File: config.mk
export PLATFORM = sky130hd
export DESIGN_NAME = hex_decimal_ascii_formatter
export DESIGN_NICKNAME = d
export VERILOG_FILES = /design/src/rtl/core/hdaf_pkg.sv /design/src/rtl/core/hdaf_conv_stage.sv /design/src/rtl/core/hdaf_format.sv /design/src/rtl/core/hdaf_serializer.sv /design/src/rtl/core/hex_decimal_ascii_formatter.sv
export SDC_FILE = /design/constraint.sdc
export NUM_CORES = 1
export LEC_CHECK = 0
export BUFFER_PORTS_ARGS = -buffer_cell sky130_fd_sc_hd__buf_2
export CORE_UTILIZATION = 46
export DETAILED_ROUTE_END_ITERATION = 10
export SYNTH_ARGS = -nofsm -noshare
export SYNTH_HDL_FRONTEND = slang
export SYNTH_SLANG_ARGS = --single-unit
File: constraint.sdc
create_clock -name clk -period 15.47 [get_ports clk]
set_input_delay 3.094 -clock clk [delete_from_list [all_inputs] [get_ports clk]]
set_output_delay 3.094 -clock clk [all_outputs]
set_load 0.05 [all_outputs]
File: src/rtl/core/hdaf_pkg.sv
// shared types, command codes and digit helpers for the hex/decimal ascii formatter
package hdaf_pkg;

  localparam logic [2:0] CMD_HEX2 = 3'd0;
  localparam logic [2:0] CMD_HEX4 = 3'd1;
  localparam logic [2:0] CMD_HEX8 = 3'd2;
  localparam logic [2:0] CMD_DEC4 = 3'd3;
  localparam logic [2:0] CMD_DEC8 = 3'd4;
  localparam logic [2:0] CMD_RAW  = 3'd5;

  localparam int VALUE_W = 32;
  localparam int DIGITS = 10;
  localparam int BCD_W = 4 * DIGITS;
  localparam int STEPS_PER_STAGE = 8;
  localparam int CONV_STAGES = VALUE_W / STEPS_PER_STAGE;
  localparam int MAX_CHARS = 8;
  localparam int COUNT_W = 4;

  typedef struct packed {
    logic [2:0]         cmd;
    logic [VALUE_W-1:0] value;
    logic [BCD_W-1:0]   bcd;
    logic [VALUE_W-1:0] bin;
  } conv_t;

  typedef struct packed {
    logic [MAX_CHARS-1:0][7:0] chars;
    logic [COUNT_W-1:0]        count;
  } run_t;

  function automatic logic [7:0] digit_char(input logic [3:0] n);
    logic [7:0] c;
    if (n < 4'd10) begin
      c = 8'h30 + {4'h0, n};
    end else begin
      c = 8'h41 + {4'h0, n} - 8'd10;
    end
    return c;
  endfunction

  // one shift-and-add-3 step of the binary to bcd conversion
  function automatic conv_t dd_step(input conv_t c);
    conv_t r;
    logic [BCD_W-1:0] adj;
    r = c;
    adj = c.bcd;
    for (int k = 0; k < DIGITS; k++) begin
      if (adj[4*k +: 4] >= 4'd5) begin
        adj[4*k +: 4] = adj[4*k +: 4] + 4'd3;
      end
    end
    {r.bcd, r.bin} = {adj[BCD_W-2:0], c.bin, 1'b0};
    return r;
  endfunction

endpackage

File: src/rtl/core/hdaf_conv_stage.sv
// one register stage of the pipelined binary to bcd converter
module hdaf_conv_stage (
  input  logic           clk,
  input  logic           rst,
  input  logic           in_valid,
  output logic           in_ready,
  input  hdaf_pkg::conv_t in_data,
  output logic           out_valid,
  input  logic           out_ready,
  output hdaf_pkg::conv_t out_data
);
  import hdaf_pkg::*;

  conv_t stepped;

  always_comb begin
    stepped = in_data;
    for (int s = 0; s < STEPS_PER_STAGE; s++) begin
      stepped = dd_step(stepped);
    end
  end

  assign in_ready = !out_valid || out_ready;

  always_ff @(posedge clk) begin
    if (rst) begin
      out_valid <= 1'b0;
    end else if (in_ready) begin
      out_valid <= in_valid;
    end
  end

  always_ff @(posedge clk) begin
    if (in_ready && in_valid) begin
      out_data <= stepped;
    end
  end

endmodule

File: src/rtl/core/hdaf_format.sv
// picks the digits for the command and builds the character run
module hdaf_format (
  input  logic            clk,
  input  logic            rst,
  input  logic            in_valid,
  output logic            in_ready,
  input  hdaf_pkg::conv_t in_data,
  output logic            out_valid,
  input  logic            out_ready,
  output hdaf_pkg::run_t  out_data
);
  import hdaf_pkg::*;

  logic [DIGITS-1:0][3:0] d;
  logic [7:0] sum8;
  logic [7:0] sum4;
  run_t run;

  assign d = in_data.bcd;

  // leading digit is the quotient mod 16: 100 = 4 and 10 = 10 mod 16
  assign sum8 = {2'b0, d[9], 2'b0} + {1'b0, d[8], 3'b0} + {3'b0, d[8], 1'b0} + {4'b0, d[7]};
  assign sum4 = {1'b0, d[4], 3'b0} + {3'b0, d[4], 1'b0} + {4'b0, d[3]};

  always_comb begin
    run.chars = '0;
    run.count = '0;
    case (in_data.cmd)
      CMD_HEX2: begin
        for (int i = 0; i < 2; i++) begin
          run.chars[i] = digit_char(in_data.value[4*(1-i) +: 4]);
        end
        run.count = COUNT_W'(2);
      end
      CMD_HEX4: begin
        for (int i = 0; i < 4; i++) begin
          run.chars[i] = digit_char(in_data.value[4*(3-i) +: 4]);
        end
        run.count = COUNT_W'(4);
      end
      CMD_HEX8: begin
        for (int i = 0; i < 8; i++) begin
          run.chars[i] = digit_char(in_data.value[4*(7-i) +: 4]);
        end
        run.count = COUNT_W'(8);
      end
      CMD_DEC4: begin
        run.chars[0] = digit_char(sum4[3:0]);
        for (int i = 1; i < 4; i++) begin
          run.chars[i] = digit_char(d[3-i]);
        end
        run.count = COUNT_W'(4);
      end
      CMD_DEC8: begin
        run.chars[0] = digit_char(sum8[3:0]);
        for (int i = 1; i < 8; i++) begin
          run.chars[i] = digit_char(d[7-i]);
        end
        run.count = COUNT_W'(8);
      end
      CMD_RAW: begin
        run.chars[0] = in_data.value[7:0];
        run.count = (in_data.value[7:0] != 8'h00) ? COUNT_W'(1) : COUNT_W'(0);
      end
      default: begin
        run.count = '0;
      end
    endcase
  end

  assign in_ready = !out_valid || out_ready;

  always_ff @(posedge clk) begin
    if (rst) begin
      out_valid <= 1'b0;
    end else if (in_ready) begin
      out_valid <= in_valid;
    end
  end

  always_ff @(posedge clk) begin
    if (in_ready && in_valid) begin
      out_data <= run;
    end
  end

endmodule

File: src/rtl/core/hdaf_serializer.sv
// shifts a character run out one beat at a time
module hdaf_serializer (
  input  logic           clk,
  input  logic           rst,
  input  logic           in_valid,
  output logic           in_ready,
  input  hdaf_pkg::run_t in_data,
  output logic           m_tvalid,
  input  logic           m_tready,
  output logic [7:0]     m_tdata,
  output logic           m_tlast
);
  import hdaf_pkg::*;

  logic [MAX_CHARS-1:0][7:0] chars;
  logic [COUNT_W-1:0] cnt;

  assign m_tvalid = cnt != '0;
  assign m_tlast = cnt == COUNT_W'(1);
  assign m_tdata = chars[0];

  // a new run loads when the buffer is empty or its last beat leaves now
  assign in_ready = (cnt == '0) || (m_tlast && m_tready);

  always_ff @(posedge clk) begin
    if (rst) begin
      cnt <= '0;
    end else if (in_ready && in_valid) begin
      cnt <= in_data.count;
    end else if (m_tvalid && m_tready) begin
      cnt <= cnt - COUNT_W'(1);
    end
  end

  always_ff @(posedge clk) begin
    if (in_ready && in_valid) begin
      chars <= in_data.chars;
    end else if (m_tvalid && m_tready) begin
      chars <= {8'h00, chars[MAX_CHARS-1:1]};
    end
  end

endmodule

File: src/rtl/core/hex_decimal_ascii_formatter.sv
// Top level of the hex/decimal ascii formatter.
// Path: an input beat passes through four converter stages and the format stage,
// then the output shift register loads its run and m_tvalid rises.
// Output: one character per beat while m_tready is high, from the output shift
// register; a run holds 0 to 8 characters, the next loads as its last beat leaves.
// Reset: rst is synchronous, active high, and empties every stage.
module hex_decimal_ascii_formatter (
  input  logic        clk,
  input  logic        rst,
  input  logic        s_tvalid,
  output logic        s_tready,
  input  logic [31:0] s_tdata,   // value
  input  logic [2:0]  s_tuser,   // command
  output logic        m_tvalid,
  input  logic        m_tready,
  output logic [7:0]  m_tdata,   // character
  output logic        m_tlast    // last_char
);
  import hdaf_pkg::*;

  conv_t stg_data [CONV_STAGES+1];
  logic  stg_valid [CONV_STAGES+1];
  logic  stg_ready [CONV_STAGES+1];

  logic fmt_valid;
  logic fmt_ready;
  run_t fmt_data;

  // fields from msb: cmd, value, bcd, bin
  assign stg_data[0] = {s_tuser, s_tdata, {BCD_W{1'b0}},
                        (s_tuser == CMD_DEC4) ? {16'h0000, s_tdata[15:0]} : s_tdata};
  assign stg_valid[0] = s_tvalid;
  assign s_tready = stg_ready[0];

  for (genvar g = 0; g < CONV_STAGES; g++) begin : g_conv
    hdaf_conv_stage u_stage (
      .clk       (clk),
      .rst       (rst),
      .in_valid  (stg_valid[g]),
      .in_ready  (stg_ready[g]),
      .in_data   (stg_data[g]),
      .out_valid (stg_valid[g+1]),
      .out_ready (stg_ready[g+1]),
      .out_data  (stg_data[g+1])
    );
  end

  hdaf_format u_format (
    .clk       (clk),
    .rst       (rst),
    .in_valid  (stg_valid[CONV_STAGES]),
    .in_ready  (stg_ready[CONV_STAGES]),
    .in_data   (stg_data[CONV_STAGES]),
    .out_valid (fmt_valid),
    .out_ready (fmt_ready),
    .out_data  (fmt_data)
  );

  hdaf_serializer u_ser (
    .clk      (clk),
    .rst      (rst),
    .in_valid (fmt_valid),
    .in_ready (fmt_ready),
    .in_data  (fmt_data),
    .m_tvalid (m_tvalid),
    .m_tready (m_tready),
    .m_tdata  (m_tdata),
    .m_tlast  (m_tlast)
  );

`ifndef SYNTH
  // a run never holds more characters than the buffer
  a_run_len: assert property (@(posedge clk) disable iff (rst)
    fmt_valid |-> (fmt_data.count <= COUNT_W'(MAX_CHARS)))
    else $error("character run longer than buffer");

  // a run is not broken before its last character
  a_run_whole: assert property (@(posedge clk) disable iff (rst)
    (m_tvalid && m_tready && !m_tlast) |=> m_tvalid)
    else $error("run broken before last character");

  // an accepted beat lands in the first converter stage
  a_enter: assert property (@(posedge clk) disable iff (rst)
    (s_tvalid && s_tready) |=> stg_valid[1])
    else $error("accepted beat lost at pipeline entry");

  // reset leaves nothing to send
  a_reset: assert property (@(posedge clk)
    rst |=> !m_tvalid)
    else $error("output valid after reset");
`endif

endmodule

==> results.txt <==
Worst R2R End: g_conv[3].u_stage.out_data[43]
Post-layout nets: 3,947
CP Cell Sequence: buf_2 -> a21oi_1 -> and2_1 -> and3_1 -> nand3_1 -> buf_2
Final Max Tran Viols: 0
starting density of the core: 0.467
sequential element share of the synthesized area: 0.337
placed instance count: 4,629
met1 Resource Use GR: 0.270
hold wc startpoint: g_conv[1].u_stage.out_data[98]
Die ar.: 0.0725 mm2
Synth area leader: edfxtp_1
total CTS buffers: 44
cts hold-fix bufs: 0
port buffer count: 49
syn avg cell area: 8.80 um2
grt ovf: 0
core footprint: 0.0704 mm2
# setup viols final: 0
number of iterations in the first detailed-routing pass: 6
Via Count: 27,000
row count: 97
commonest non-fill, non-tap cell in the layout: nand2_1
DRC: 0
R2R Path Start: g_conv[2].u_stage.out_data[32]
Tot GR Track Use: 0.191
depth of the worst hold-timing path: 0
CP endpoint: s_tready
top cell type's share of synthesized area: 0.332
worst path required time: 12,380 ps
Vert. Die Dim: 269 um
Area contributors post-synth: edfxtp_1 (33%), ha_1 (6.5%), nand2_1 (4.8%), a21oi_1 (3.8%), nor2_1 (3.4%)
Fillers: 6,620
final hold vios: 0
clk_skew: 22.3 ps
Primary FF master, synth: edfxtp_1
yosys warns: 0
worst-skew pair later-pin latency: 590 ps
synthesized net count: 3,947
Post-CTS Repair Setup Buffers: 0
Detail Route Antenna Nets: 0
Post-synth ARST share: 0
pin count of the biggest net entering global routing: 72
fin cells: 4,707
Startpoint Class: input port
busiest layer in global routing: met2
Worst path max stage delay: 450 ps
layout cells sized above 1: 0.110
grt met3 use: 0.0219
Post-CTS Resized: 0
most frequent cells in the layout: nand2_1 (423), edfxtp_1 (363), nor2_1 (298), a21oi_1 (248), inv_1 (242)
DP HPWL: 53,500 um
worst setup path class: input port to output port
sum of negative setup slack: 0 ps
RSZ-0062 raised after global routing: no
first-pass GRT wire length: 118,000 um
DR iter-0 viols: 1,805
EDFF count, synth: 363
synthesized flop and latch total: 372
Worst-path clk slew: 70 ps
critical path launch point: m_tready
WL per Instance: 15.3 um
Worst Hold Class: register to register
Post-Synthesis Cells: 3,735
GP Congestion: 0.956
TritonCTS clock tree: done
Crit. End Element: output port
setup slack, reg-to-reg: 7960 ps
Bufs on Longest Clock Path: 3
status: complete, no violations
worst slew pin tran: 1090 ps
CP max-delay cell: and3_1
most used cell, CP: buf_2
met2 usage: 0.305
r2r worst-path depth: 30
vias in the first global route: 24,100
DIE WIDTH: 269 um
Worst EP arrival: 4680 ps
initial antenna violation count: 0
P&R area growth vs syn: 8.00%
fmax: 129 MHz
Via density: 5.73
Post-Syn Area: 0.0329 mm2
maxcap violations: 0
# IOs: 50
Worst slew margin: 0.269
Unique masters post-synth: 136
CTS Sinks: 372
Detailed Route WL: 71,800 um
min Tclk post-route: 7770 ps
fin crit share: 0.502
H-tree Lvls: 2
Max FO, Critical Path: 6
root buffer cell: clkbuf_16
-- sequential cells by signal, indices dropped and copies added, names as in the netlist --
register and count:
u_format.out_valid 1, g_conv.u_stage.out_valid 4, u_format.out_data 61, g_conv.u_stage.out_data 245, u_ser.chars 49, u_ser.m_tdata 8
u_ser.cnt 4
-- final cells by class --
class,count,area (um2),area share
Antenna cell,1,2.50,0.0000705
Inverter,267,1000,0.0282
Tap cell,940,1180,0.0331
Timing Repair Buffer,70,403,0.0114
Multi-Input combinational cell,2980,20300,0.573
Clock inverter,30,353,0.00994
Sequential cell,372,11100,0.312
Clock buffer,47,1130,0.0319
-- worst min path at each step --
stage	end	slack, ps
6_report	g_conv[2].u_stage.out_data[98]	420
2_1_floorplan	g_conv[1].u_stage.out_data[100]	400
3_3_place_gp	g_conv[2].u_stage.out_data[77]	400
5_1_grt	g_conv[1].u_stage.out_data[75]	420
4_1_cts	g_conv[2].u_stage.out_data[98]	410
3_5_place_dp	g_conv[1].u_stage.out_data[105]	400
-- stage by stage --
stage                     utilization  setup slack, ps  hold WS [ps]  instance area, um2
after CTS                       0.504             7690           412               35500
after detailed placement        0.483             7160           405               34000
after global placement          0.483             7250           401               34000
final                           0.504             7700           416               35500
after global routing            0.504             7160           420               35500
after floorplan                     -             6250           400               32900
-- cell families (layout without fill, tap and decap cells) --
kind of cell | after synthesis | count (layout) | share of synthesized area
flip-flops | 372 | 372 | 0.337
XOR/XNOR | 161 | 161 | 0.0507
multiplexers | 155 | 155 | 0.0534
other | 0 | 1 | 0
buffers and inverters | 383 | 414 | 0.0457
AND/OR/NAND/NOR | 1245 | 1245 | 0.181
adder cells (fa/ha/maj) | 175 | 175 | 0.0667
AO/OA/AOI/OAI | 1244 | 1244 | 0.265
-- worst max-delay path, delay by kind of cell --
kind | cells | cell delay, ps
AND/OR/NAND/NOR | 3 | 940
buffers and inverters | 2 | 360
AO/OA/AOI/OAI | 1 | 280
-- per-layer routing --
metal  share of wire  wire [um]  vias to the layer above
met4           0.027       1950                        0
li1                -          -                    13900
met3           0.035       2490                      116
met1            0.49      35400                    12400
met5               0          0                        -
met2            0.45      32000                      485
-- cells in the mapped netlist, types with 21 or more instances --
master,number
a22oi_1,38
mux2i_1,83
a21o_1,45
nand2_1,423
xor2_1,22
and2_1,62
a31oi_1,48
inv_2,22
o21ai_1,74
o21a_1,43
xnor2_1,109
edfxtp_1,363
xnor2_2,22
o31ai_1,23
o21ai_0,220
inv_1,242
nor2_1,298
and3_1,33
clkbuf_1,83
o21bai_1,25
o22ai_1,50
mux2_2,50
nand2b_1,62
o211ai_1,56
a211oi_1,54
nor3_1,90
or3_1,22
nor2b_1,43
a21oi_1,248
ha_1,172
nand3_1,82
or2_2,21
Power is left out: the tool's default activity adds up to more than one toggle a clock period on the data nets, which glitch-free logic cannot reach.
